### src/rtl/lobm_pkg.sv
// lobm_pkg: shared types, constants and helpers for the order book matcher
// depends on nothing; used by lobm_dp, lobm_ctrl and the top module
package lobm_pkg;

	localparam int unsigned BOOK_DEPTH_DEF = 1024;
	localparam logic [29:0] MODULUS = 30'd1000000007;
	localparam logic [59:0] MASK60 = 60'hFFF_FFFF_FFFF_FFFF;

	// one incoming order
	typedef struct packed {
		logic [29:0] price;
		logic [29:0] amount;
		logic        side;
	} in_t;

	// one result
	typedef struct packed {
		logic [29:0] backlog_mod;
		logic [29:0] filled_amount;
		logic [29:0] rested_amount;
		logic        book_full;
	} out_t;

	// read address source
	typedef enum logic [2:0] {
		R_ZERO   = 3'd0,
		R_CNT    = 3'd1,
		R_LEFT   = 3'd2,
		R_RIGHT  = 3'd3,
		R_PARENT = 3'd4
	} rsel_t;

	// write data source
	typedef enum logic [1:0] {
		W_VAL = 2'd0,
		W_CLD = 2'd1,
		W_RD  = 2'd2
	} wsel_t;

	// controller to datapath
	typedef struct packed {
		logic  own;        // 1: own book, 0: opposite book
		rsel_t rsel;
		wsel_t wsel;
		logic  we;
		logic  load_in;
		logic  fill_all;
		logic  fill_part;
		logic  pop_load;
		logic  cld_left;
		logic  cld_right;
		logic  idx_child;
		logic  rest_push;
		logic  set_full;
		logic  idx_parent;
		logic  tot_sub;
		logic  tot_add;
		logic  load_out;
	} cmd_t;

	// datapath to controller
	typedef struct packed {
		logic amt_zero;
		logic cur_empty;
		logic cur_full;
		logic top_ok;
		logic top_all;
		logic l_in;
		logic r_in;
		logic r_gt;
		logic c_gt;
		logic idx_zero;
		logic p_ge;
		logic out_busy;
	} stat_t;

	// sell book stores the complement so both books are max-heaps
	function automatic logic [59:0] flip(input logic [59:0] w, input logic is_sell);
		return is_sell ? (MASK60 - w) : w;
	endfunction

endpackage

### src/rtl/lobm_ctrl.sv
// lobm_ctrl: sequencer for matching, heap sift down/up and result hand-off
// depends on lobm_pkg
module lobm_ctrl
	import lobm_pkg::*;
(
	input  logic  clk,
	input  logic  arst_n,
	input  logic  in_valid,
	output logic  in_ready,
	input  stat_t stat,
	output cmd_t  cmd
);
	typedef enum logic [14:0] {
		S_IDLE  = 15'b000000000000001,
		S_CHK   = 15'b000000000000010,
		S_TOP   = 15'b000000000000100,
		S_POPA  = 15'b000000000001000,
		S_POPB  = 15'b000000000010000,
		S_SDL   = 15'b000000000100000,
		S_SDLW  = 15'b000000001000000,
		S_SDRW  = 15'b000000010000000,
		S_SDCMP = 15'b000000100000000,
		S_REST  = 15'b000001000000000,
		S_SU    = 15'b000010000000000,
		S_SUW   = 15'b000100000000000,
		S_FIN   = 15'b001000000000000,
		S_FIN2  = 15'b010000000000000,
		S_OUT   = 15'b100000000000000
	} state_t;

	state_t state_q, state_d;

	assign in_ready = (state_q == S_IDLE);

	// next state and commands
	always_comb begin
		state_d = state_q;
		cmd     = '0;
		cmd.rsel = R_ZERO;
		cmd.wsel = W_VAL;
		unique case (state_q)
			S_IDLE: begin
				if (in_valid) begin
					cmd.load_in = 1'b1;
					state_d     = S_CHK;
				end
			end
			S_CHK: begin
				if (stat.amt_zero || stat.cur_empty) state_d = S_REST;
				else                                 state_d = S_TOP;
			end
			S_TOP: begin
				if (!stat.top_ok) begin
					state_d = S_REST;
				end else if (stat.top_all) begin
					cmd.fill_all = 1'b1;
					state_d      = S_POPA;
				end else begin
					cmd.fill_part = 1'b1;
					state_d       = S_SDL;
				end
			end
			S_POPA: begin
				cmd.rsel = R_CNT;
				state_d  = S_POPB;
			end
			S_POPB: begin
				if (stat.cur_empty) begin
					state_d = S_CHK;
				end else begin
					cmd.pop_load = 1'b1;
					state_d      = S_SDL;
				end
			end
			S_SDL: begin
				if (stat.l_in) begin
					cmd.rsel = R_LEFT;
					state_d  = S_SDLW;
				end else begin
					cmd.we  = 1'b1;
					state_d = S_CHK;
				end
			end
			S_SDLW: begin
				cmd.cld_left = 1'b1;
				if (stat.r_in) begin
					cmd.rsel = R_RIGHT;
					state_d  = S_SDRW;
				end else begin
					state_d = S_SDCMP;
				end
			end
			S_SDRW: begin
				cmd.cld_right = 1'b1;
				state_d       = S_SDCMP;
			end
			S_SDCMP: begin
				cmd.we = 1'b1;
				if (stat.c_gt) begin
					cmd.wsel      = W_CLD;
					cmd.idx_child = 1'b1;
					state_d       = S_SDL;
				end else begin
					state_d = S_CHK;
				end
			end
			S_REST: begin
				cmd.own = 1'b1;
				if (stat.amt_zero) begin
					state_d = S_FIN;
				end else if (stat.cur_full) begin
					cmd.set_full = 1'b1;
					state_d      = S_FIN;
				end else begin
					cmd.rest_push = 1'b1;
					state_d       = S_SU;
				end
			end
			S_SU: begin
				cmd.own = 1'b1;
				if (stat.idx_zero) begin
					cmd.we  = 1'b1;
					state_d = S_FIN;
				end else begin
					cmd.rsel = R_PARENT;
					state_d  = S_SUW;
				end
			end
			S_SUW: begin
				cmd.own = 1'b1;
				cmd.we  = 1'b1;
				if (stat.p_ge) begin
					state_d = S_FIN;
				end else begin
					cmd.wsel       = W_RD;
					cmd.idx_parent = 1'b1;
					state_d        = S_SU;
				end
			end
			S_FIN: begin
				cmd.tot_sub = 1'b1;
				state_d     = S_FIN2;
			end
			S_FIN2: begin
				cmd.tot_add = 1'b1;
				state_d     = S_OUT;
			end
			S_OUT: begin
				if (!stat.out_busy) begin
					cmd.load_out = 1'b1;
					state_d      = S_IDLE;
				end
			end
			default: state_d = S_IDLE;
		endcase
	end

	// state register
	always_ff @(posedge clk or negedge arst_n) begin
		if (!arst_n) state_q <= S_IDLE;
		else         state_q <= state_d;
	end

	// a new beat is only taken with nothing in flight
	a_accept: assert property (@(posedge clk) disable iff (!arst_n)
		(in_valid && in_ready) |=> (state_q == S_CHK))
		else $error("accepted beat did not start matching");
	a_no_write_idle: assert property (@(posedge clk) disable iff (!arst_n)
		(state_q == S_IDLE) |-> !cmd.we)
		else $error("heap write while idle");
	a_out_once: assert property (@(posedge clk) disable iff (!arst_n)
		cmd.load_out |=> (state_q == S_IDLE))
		else $error("result load not followed by idle");
endmodule

### config.mk
export PLATFORM = sky130hd
export DESIGN_NAME = lobm_ctrl
export DESIGN_NICKNAME = d
export VERILOG_FILES = /design/src/rtl/lobm_pkg.sv /design/src/rtl/lobm_ctrl.sv
export SDC_FILE = /design/constraint.sdc
export NUM_CORES = 1
export LEC_CHECK = 0
export ABC_AREA = 1
export CORE_ASPECT_RATIO = 0.8
export CORE_UTILIZATION = 50
export CTS_CLUSTER_DIAMETER = 100
export CTS_CLUSTER_SIZE = 25
export DETAILED_ROUTE_END_ITERATION = 6
export DONT_BUFFER_PORTS = 1
export SYNTH_ARGS = -nofsm -noshare
export SYNTH_HDL_FRONTEND = slang
export SYNTH_SLANG_ARGS = --single-unit
### constraint.sdc
create_clock -name clk -period 2.2 [get_ports clk]
set_clock_uncertainty 0.15 [all_clocks]
set_input_delay 0.44 -clock clk [delete_from_list [all_inputs] [get_ports clk]]
set_output_delay 0.44 -clock clk [all_outputs]
set_load 0.01 [all_outputs]
==> results of run 1 <==
placed cells by master (no fill, tap or decap):
master,instances
nand3_1,9
nor2_4,13
or3_1,1
nand2_2,6
clkbuf_4,3
nand2b_4,1
nand3_2,1
dlygate4sd3_1,1
nand4_1,1
clkbuf_1,1
buf_12,1
inv_2,3
o22ai_1,1
or2_2,1
nor2_1,26
dfstp_2,1
nand4_4,2
dfrtp_1,14
nor3_1,1
o21ai_4,1
nand2_1,23
buf_6,1
or2_4,1
o2111ai_4,1
nor4_1,2
nor2_8,1
inv_1,23
o221ai_1,1
nor3_2,1
buf_4,19
o21ai_1,1
o21ai_0,6
nor2_2,8
nand2_4,6
o22ai_2,1
worst register-to-register path, delay by kind of cell, from the launching register on:
family	cells	cell delay, ps
buffers and inverters	2	340
flip-flops	1	420
AND/OR/NAND/NOR	8	880
final cells by class:
| cell class | instances | area share |
|---|---|---|
| clock buffer | 4 | 0.0176 |
| inverter | 26 | 0.0654 |
| multi-input combinational | 116 | 0.521 |
| sequential | 15 | 0.253 |
| tap | 24 | 0.0201 |
| timing repair buffer | 22 | 0.123 |
stage by stage:
step                      cell area [sq um]  setup TNS (ps)  setup slack, ps
after global routing                   1490           -1030             -113
after floorplan                        1090               0              302
after detailed placement               1130               0              153
final                                  1490            -162            -45.2
after CTS                              1350           -16.4            -6.62
after global placement                 1130               0              180
repair_timing:
item,CTS,global route
buffers inserted,13,5
endpoints found under the hold margin,15,0
endpoints found under the setup margin,10,16
pin swaps,8,12
resized for setup,18,26
hold buffers,1,0
final timing paths:
path / startpoint / endpoint / slack [ps]
min in group asynchronous: arst_n / state_q[13]$_DFFE_PN0P_ / 480
worst min-delay path: stat[2] / state_q[11]$_DFFE_PN0P_ / 50
worst min register to register: state_q[12]$_DFFE_PN0P_ / state_q[13]$_DFFE_PN0P_ / 480
max in group asynchronous: arst_n / state_q[9]$_DFFE_PN0P_ / 950
worst max-delay path: state_q[7]$_DFFE_PN0P_ / cmd[3] / -50
worst max register to register: state_q[7]$_DFFE_PN0P_ / state_q[0]$_DFFE_PN1P_ / 370
metal layers:
layer | vias to the layer above | share of wire
met3 | 7 | 0.097
met5 | - | 0
li1 | 546 | -
met2 | 59 | 0.46
met4 | 0 | 0.015
met1 | 499 | 0.42
logic make-up after synthesis:
kind of cell | count (synthesis) | share of synthesized area
AND/OR/NAND/NOR | 104 | 0.485
AO/OA/AOI/OAI | 12 | 0.0700
flip-flops | 15 | 0.346
buffers and inverters | 27 | 0.0999
where the power goes:
part / switching [mW] / internal, mW / leakage (nW) / total [mW]
sequential: 0.0321 / 0.313 / 0.204 / 0.345
combinational: 0.350 / 0.253 / 0.561 / 0.604
clock: 0.0957 / 0.0706 / 0.0150 / 0.166
==> results.md, run 1 <==
* CP Class: flop to primary output
* Drt first pass iters at 5
* Count of final setup violators at 7
* Gr ovfl total at 0
* R2R cell count at 10
* Io pins at 36
* Met2 Use GR at 0.385
* Footprint of the multi-input gates at around 800 sq um
* Top_reg_cell synth: dfrtp_1
* Num CTS Buffers at 3
* Placed cells at 184
* Clk_lat worst skew at 290 ps
* Area Growth Syn to Fin at 36.9%
* Post-route ant nets at 0
* Cell Pwr Density at 748 nW/um^2
* Regs by FF count: state_q: 15 flops
* Crit-path most repeated cell: nor2_4
* Wirelength per Cell at between 10 and 15 um
* CP Capture Type: primary output
* Vias in the first global route at 960
* Seq cells post-synth at 15
* Largest Register: state_q
* Height of the die at 43.8 um
* Avg Inst Size Synth at 6.90 sq um
* Highest Clock Rate at roughly 450 MHz
* # diodes at 0
* Largest net degree at the start of global routing at 16
* Hold slack at 50.3 ps
* Filler Cells Inserted at 149
* Final #Nets at 199
* EDFF count, synth at 0
* DP Wirelength at 1890 um
* Tmin final at around 2200 ps
* Sequential cell area at around 380 sq um
* Seq/Total Area, Yosys at 0.346
* GRT Overall Usage at 0.252
* WL final at around 2800 um
* Delay-heaviest family, CP: simple AND/OR/NAND/NOR gates
* Pleak at 0.780 nW
* Final period util at 1.02
* Antenna violations before repair at 0
* Critical path cell sequence: nor2_4, nand2_4, nor2_8, buf_6, nand4_4, nor2_4
* Final core occ at 0.760
* Final non-filler cell total at 207
* Total power at approximately 1.1 mW
* Layout cells sized above 1 at 0.393
* GP Congestion at 0.794
* Largest register FFs at 15
* Top cell type's share of synthesized area at 0.321
* CP startpoint kind: flop
* Failing checks: negative setup slack
* Critical path depth in cells at 6
* Maxcap violations at 0
* Area leader, netlist: dfrtp_1
* Most common cell in the synthesized netlist: nor2_1
* Vias at 1111
* Worst-Margin Slew at 725 ps
* Initial core utilization at 0.555
* Met3 Track Usage GR at 0.0877
* H-tree depth at 1
* Commonest cells in the netlist: nor2_1 (38), nand2_1 (28), inv_1 (25)
* Synth warn at 0
* Post-synthesis async set-or-reset flop share at 1.00
* Post-Syn Nets at 173
* Critical path fanouts, max at 7
* TritonCTS clock tree: done
* Max stage delay on crit path at 420 ps
* Slew HR at 0.515
* Core footprint at roughly 2000 sq um
* Cell count after synthesis at 158
* Hold WC Path Type: input pin to flop
* Drt first-iter violations at 31
* Critical Path AT at 1660 ps
* RSZ-0062 raised after global routing: yes
* Final hold vios at 0
* Most Crowded Layer GR: met2
* Distinct cell type count after synthesis at 28
* Grt met1 use at 0.327
* Clock-pin slew on the worst setup and hold paths at 100 ps
* Clk sinks at 15
* Via density at 5.37
* Port bufs at 0
* Die Wd at 54.2 um
* Slowest cell on the critical path: dfrtp_1
* Clock Path Buffers at 2
* Mapped cell area at about 1100 sq um
* DRC viols at 0
* WP buf/inv at 1
* Setup WS post-layout at -45.2 ps
* Worst path required time at 1610 ps
* Maximum VDD drop at 0.000619 V
* CTS Root Cell: clkbuf_4
* Largest cells by area after synthesis: dfrtp_1 (32%), nor2_1 (13%), nand2_1 (9.6%)
* Row cnt at 14
* Status: finished with violations
* First-pass GRT wire length at 4130 um
* WHS Path Cells at 1
* Full die area at 2370 sq um
* Max Slew Vio Count at 0
No activity file was read; power rests on OpenSTA's default activity.
==> run 2: changes to the inputs <==
--- a/config.mk
+++ b/config.mk
@@ -12,6 +12,7 @@
 export CTS_CLUSTER_SIZE = 25
 export DETAILED_ROUTE_END_ITERATION = 6
 export DONT_BUFFER_PORTS = 1
+export SETUP_SLACK_MARGIN = 0.05
 export SYNTH_ARGS = -nofsm -noshare
 export SYNTH_HDL_FRONTEND = slang
 export SYNTH_SLANG_ARGS = --single-unit
==> results.md, run 2 (synthesis gave the netlist of run 1 again) <==
* Status: finished with violations
* Failing checks: negative setup slack
* Largest Register: state_q
* Total power at 1.36 mW (+22%)
* Post-route ant nets at 0 (unchanged)
* Slew HR at 0.514 (-0.000964)
* P_int at 0.761 mW (+20%)
* R2R Setup Slk at 320 ps (-50 ps)
* Area Growth Syn to Fin at 61.0%
* Drt first-iter violations at 36 (+16%)
* Antenna violations before repair at 0 (unchanged)
* Most common cell after layout, fill and taps aside: buf_4
* Clock-pin slew on the worst setup and hold paths at 100 ps (about the same)
* Highest Clock Rate at 449 MHz (+0.86%)
* DP Wirelength at 1890 um (unchanged)
* Hold slack at 50.3 ps (+0.0311 ps)
* Final #Nets at 214 (+7.5%)
* CP Class: flop to primary output
* Logic pwr share at 0.623 (+0.082)
* Hold WC Path Type: input pin to flop
* Core footprint at 1960 sq um (unchanged)
* Grt met1 use at 0.354 (+0.0264)
* Wirelength per Cell at 15.5 um (+15%)
* Post-Place Cell Area at 1130 sq um (unchanged)
* Worst-Margin Slew at 726 ps (+1.44 ps)
* Regs by FF count: state_q: 15 flops
* Drt first pass iters at 4 (-1)
* Cell Pwr Density at 777 nW/um^2 (+3.9%)
* Clk_lat worst skew at 290 ps (about the same)
* Critical path fanouts, max at 6 (-1)
* Gr ovfl total at 0 (unchanged)
* Clock Path Buffers at 2 (unchanged)
* DRC viols at 0 (unchanged)
* Most frequent cells in the layout: buf_4 (28), inv_1 (22), nor2_4 (22), nor2_1 (21), nand2_1 (19)
* Dpl ws at 153 ps (unchanged)
* H-tree depth at 1 (unchanged)
* Switching share of power at 0.441 (+0.0123)
* Vias in the first global route at 1003 (+4.5%)
* Full die area at 2370 sq um (unchanged)
* Maxcap violations at 0 (unchanged)
* P_sw at 0.601 mW (+26%)
* Clock Power Share at 0.123 (-0.026)
* Clk sinks at 15 (unchanged)
* Final core occ at 0.894 (+0.134)
* Height of the die at 43.8 um (unchanged)
* Count of final setup violators at 6 (-1)
* RSZ-0062 raised after global routing: yes
* Num CTS Buffers at 3 (unchanged)
* Port bufs at 0 (unchanged)
* Setup TNS at -106 ps (+55.9 ps)
* Most Crowded Layer GR: met2
* Vias at 1224 (+10%)
* GRT Overall Usage at 0.283 (+0.0303)
* Initial core utilization at 0.555 (unchanged)
* Pleak at 0.903 nW (+16%)
* Design Area, Final at 1750 sq um (+18%)
* Via density at 5.51 (+2.7%)
* Maximum VDD drop at 0.000721 V (+16%)
* Final hold vios at 0 (unchanged)
* Critical Path AT at 1640 ps (-20 ps)
* CP startpoint kind: flop
* Met2 Use GR at 0.454 (+0.0683)
* Sequential power share at 0.255 (-0.055)
* CP Capture Type: primary output
* WL final at 3450 um (+23%)
* Max Slew Vio Count at 0 (unchanged)
* First-pass GRT wire length at 4560 um (+10%)
* Final non-filler cell total at 222 (+7.2%)
* GP Congestion at 0.794 (unchanged)
* Row cnt at 14 (unchanged)
* # diodes at 0 (unchanged)
* Met3 Track Usage GR at 0.0912 (+0.00351)
* Largest register FFs at 15 (unchanged)
* TritonCTS clock tree: done
* Setup WS post-layout at -26.0 ps (+19.2 ps)
* Worst path required time at 1610 ps (about the same)
* Placed cells at 184 (unchanged)
* Io pins at 36 (unchanged)
* Largest net degree at the start of global routing at 16 (unchanged)
* Die Wd at 54.2 um (unchanged)
* CTS Root Cell: clkbuf_4
* Layout cells sized above 1 at 0.500 (+0.107)
* Final period util at 1.01 (-0.00871)
* Tmin final at 2230 ps (-19.2 ps)
==> run 2: changes by cell type in the layout (fill, tap and decap cells not counted), moves of 3 or more <==
cell and delta:
nand2_4 +7, nor2_2 -4, nand2_1 -4, nor2_1 -5, nor2_4 +9, buf_6 +6
nand2_2 -3, buf_4 +9
==> run 2: layer usage <==
metal | vias up | routed length, um
met5 | - | 0
met4 | 0 | 54
met3 | 8 | 250
met2 | 68 | 1680
met1 | 575 | 1460
li1 | 573 | -
==> run 2: cell type report <==
| type | instances | area [sq um] |
|---|---|---|
| Multi-Input combinational cell | 116 | 901 |
| Sequential cell | 15 | 378 |
| Timing Repair Buffer | 37 | 319 |
| Fill cell | 97 | 208 |
| Inverter | 26 | 100 |
| Tap cell | 24 | 30.0 |
| Clock buffer | 4 | 26.3 |
==> run 2: worst paths after layout <==
kind / endpoint / startpoint / cells after the start
setup / recovery: cmd[10] / state_q[14]$_DFFE_PN0P_ / 7
hold / removal: state_q[11]$_DFFE_PN0P_ / stat[2] / 1
setup reg to reg: state_q[5]$_DFFE_PN0P_ / state_q[0]$_DFFE_PN1P_ / 8
hold reg to reg: state_q[13]$_DFFE_PN0P_ / state_q[10]$_DFFE_PN0P_ / 3
max in group asynchronous: state_q[5]$_DFFE_PN0P_ / arst_n / 1
min in group asynchronous: state_q[6]$_DFFE_PN0P_ / arst_n / 1
==> run 2: repair_timing <==
action / 4_1_cts / 5_1_grt
pin swaps: 15 / 21
cloned: 0 / 0
endpoints found under the setup margin: 14 / 19
setup buffers: 21 / 12
endpoints found under the hold margin: 15 / 0
hold buffers: 1 / 0
resized for setup: 31 / 50
==> run 2: power by group through the flow <==
stage                     Combinational (mW)  Clock, mW  Sequential (mW)
after floorplan                        0.350          0            0.339
after global placement                 0.400          0            0.343
after detailed placement               0.407          0            0.343
after CTS                              0.632      0.167            0.344
after global routing                   0.895      0.184            0.348
final                                  0.848      0.167            0.347
==> run 2: critical path: stages, from the launching register on <==
cell and delay [ps]:
dfrtp_1 400, nor2_2 160, nand2_2 140, nor2_4 210, buf_12 160, buf_6 90
nand4_1 100, inv_2 90
==> run 3: changes to the inputs <==
--- a/config.mk
+++ b/config.mk
@@ -6,7 +6,6 @@
 export NUM_CORES = 1
 export LEC_CHECK = 0
 export ABC_AREA = 1
-export CORE_ASPECT_RATIO = 0.8
 export CORE_UTILIZATION = 50
 export CTS_CLUSTER_DIAMETER = 100
 export CTS_CLUSTER_SIZE = 25
==> results.md, run 3 (synthesis gave the netlist of run 1 again) <==
* CP startpoint kind: flop
* H-tree depth at 1 (unchanged)
* P_sw at 0.529 mW (-12%)
* Io pins at 36 (unchanged)
* Total power at 1.20 mW (-12%)
* Critical path depth in cells at 6 (-1)
* GP Congestion at 0.784 (-1.2%)
* Height of the die at 48.7 um (+11%)
* Logic pwr share at 0.567 (-0.056)
* Clock Path Buffers at 2 (unchanged)
* Switching share of power at 0.443 (+0.00136)
* Setup WS post-layout at -2.08 ps (+24.0 ps)
* Core footprint at 2000 sq um (+2.0%)
* Critical path cell sequence: nor2_4, nand2_4, nor2_8, nand2_4, or2_4, nor2_4
* Via density at 5.21 (-5.4%)
* Num CTS Buffers at 3 (unchanged)
* CP Class: flop to primary output
* Most frequent cells in the layout: nor2_1 (28), buf_4 (27), nand2_1 (25), inv_1 (22), nor2_4 (16)
* Maximum VDD drop at 0.000514 V (-29%)
* DRC viols at 0 (unchanged)
* Largest net degree at the start of global routing at 16 (unchanged)
* Tmin final at 2200 ps (-24.0 ps)
* Wirelength per Cell at 13.5 um (-13%)
* Slowest cell on the critical path: dfrtp_1
* DP Wirelength at 1810 um (-4.2%)
* RSZ-0062 raised after global routing: yes
* WL final at 2950 um (-15%)
* Delay-heaviest family, CP: simple AND/OR/NAND/NOR gates
* Pleak at 0.837 nW (-7.3%)
* R2R cell count at 12 (+4)
* Drt first pass iters at 4 (unchanged)
* Full die area at 2370 sq um (about the same)
* Slew HR at 0.508 (-0.00615)
* Clock Power Share at 0.144 (+0.021)
* Cell Pwr Density at 764 nW/um^2 (-1.7%)
* Maxcap violations at 0 (unchanged)
* Placed cells at 187 (+1.6%)
* First-pass GRT wire length at 4540 um (-0.44%)
* Highest Clock Rate at 454 MHz (+1.1%)
* Clk_lat worst skew at 300 ps (about the same)
* Critical Path AT at 1610 ps (-30 ps)
* Most common cell after layout, fill and taps aside: nor2_1
* Die Wd at 48.7 um (-10%)
* Failing checks: negative setup slack
* Initial core utilization at 0.544 (-0.0111)
* Hold WC Path Type: input pin to flop
* Worst-Margin Slew at 735 ps (+9.19 ps)
* Final hold vios at 0 (unchanged)
* Max stage delay on crit path at 420 ps (+20 ps)
* Worst path required time at 1610 ps (about the same)
* P_int at 0.667 mW (-12%)
* CP Capture Type: primary output
* Port bufs at 0 (unchanged)
* TritonCTS clock tree: done
* Sequential power share at 0.289 (+0.034)
* Clk sinks at 15 (unchanged)
* WHS Path Cells at 1 (unchanged)
* Vias in the first global route at 1089 (+8.6%)
* Count of final setup violators at 2 (-4)
* Final #Nets at 208 (-2.8%)
* R2R Setup Slk at 410 ps (+90 ps)
* Area Growth Syn to Fin at 43.7%
* Row cnt at 16 (+2)
* Drt first-iter violations at 23 (-36%)
* Status: finished with violations
* Final non-filler cell total at 219 (-1.4%)
* GRT Overall Usage at 0.248 (-0.0351)
* Post-route ant nets at 0 (unchanged)
* Final period util at 1.00 (-0.0109)
* Layout cells sized above 1 at 0.411 (-0.0885)
* Gr ovfl total at 0 (unchanged)
* Critical path fanouts, max at 5 (-1)
* Antenna violations before repair at 0 (unchanged)
* Regs by FF count: state_q: 15 flops
* WP buf/inv at 0 (-3)
* Vias at 1142 (-6.7%)
* Max Slew Vio Count at 0 (unchanged)
* Largest Register: state_q
* # diodes at 0 (unchanged)
* Largest register FFs at 15 (unchanged)
* CTS Root Cell: clkbuf_4
* Clock-pin slew on the worst setup and hold paths at 100 ps (about the same)
## run 3: layer usage
layer | GRT usage | share of wire
met3 | 0.0660 | 0.074
met1 | 0.304 | 0.42
met2 | 0.400 | 0.48
met4 | 0.118 | 0.022
met5 | 0 | 0
## run 3: area by class of cell
cell class | instances | area (sq um)
Inverter | 26 | 97.6
Tap cell | 27 | 33.8
Timing Repair Buffer | 30 | 235
Fill cell | 149 | 435
Sequential cell | 15 | 377
Clock buffer | 4 | 26.3
Multi-Input combinational cell | 117 | 797
## run 3: what timing repair did
action / in CTS / in global routing
resized for setup: 22 / 25
pin swaps: 8 / 14
endpoints found under the hold margin: 15 / 0
hold buffers: 1 / 0
cloned: 1 / 0
setup endpoints to repair: 17 / 18
buffers inserted: 16 / 10
## run 3: power groups by stage
stage                     combinational (mW)  clock (mW)  sequential, mW
final                                  0.678       0.172           0.346
after global routing                   0.742       0.183           0.347
after CTS                              0.600       0.175           0.344
after detailed placement               0.410           0           0.343
after global placement                 0.400           0           0.342
after floorplan                        0.350           0           0.339
## run 3: worst paths after layout
| check | from | end |
|---|---|---|
| min in group asynchronous | arst_n | state_q[8]$_DFFE_PN0P_ |
| min reg2reg | state_q[13]$_DFFE_PN0P_ | state_q[14]$_DFFE_PN0P_ |
| max | state_q[7]$_DFFE_PN0P_ | cmd[5] |
| max in group asynchronous | arst_n | state_q[3]$_DFFE_PN0P_ |
| max reg2reg | state_q[10]$_DFFE_PN0P_ | state_q[0]$_DFFE_PN1P_ |
| min | stat[2] | state_q[11]$_DFFE_PN0P_ |
## run 3: worst register-to-register path: stages (launching register included)
cell and delay [ps]:
dfrtp_1 420, nor2_4 170, nand2_4 130, nor2_4 220, buf_4 140, buf_4 100, nand2_2 60, nand2_1 70
inv_1 50, nand2_1 50, nor2_1 40, nand3_1 70, nand2_1 50
## run 3: stage by stage
| step | hold WS [ps] | worst slack (ps) | util | TNS [ps] | area (sq um) |
|---|---|---|---|---|---|
| finish | 39.7 | -2.08 | 0.783 | -2.27 | 1570 |
| global route | 38.0 | -73.3 | 0.783 | -387 | 1570 |
| CTS | 38.4 | 3.05 | 0.693 | 0 | 1390 |
| detailed placement | -5.29 | 145 | 0.567 | 0 | 1130 |
| global placement | -5.30 | 182 | 0.567 | 0 | 1130 |
| floorplan | -5.59 | 302 | - | 0 | 1090 |
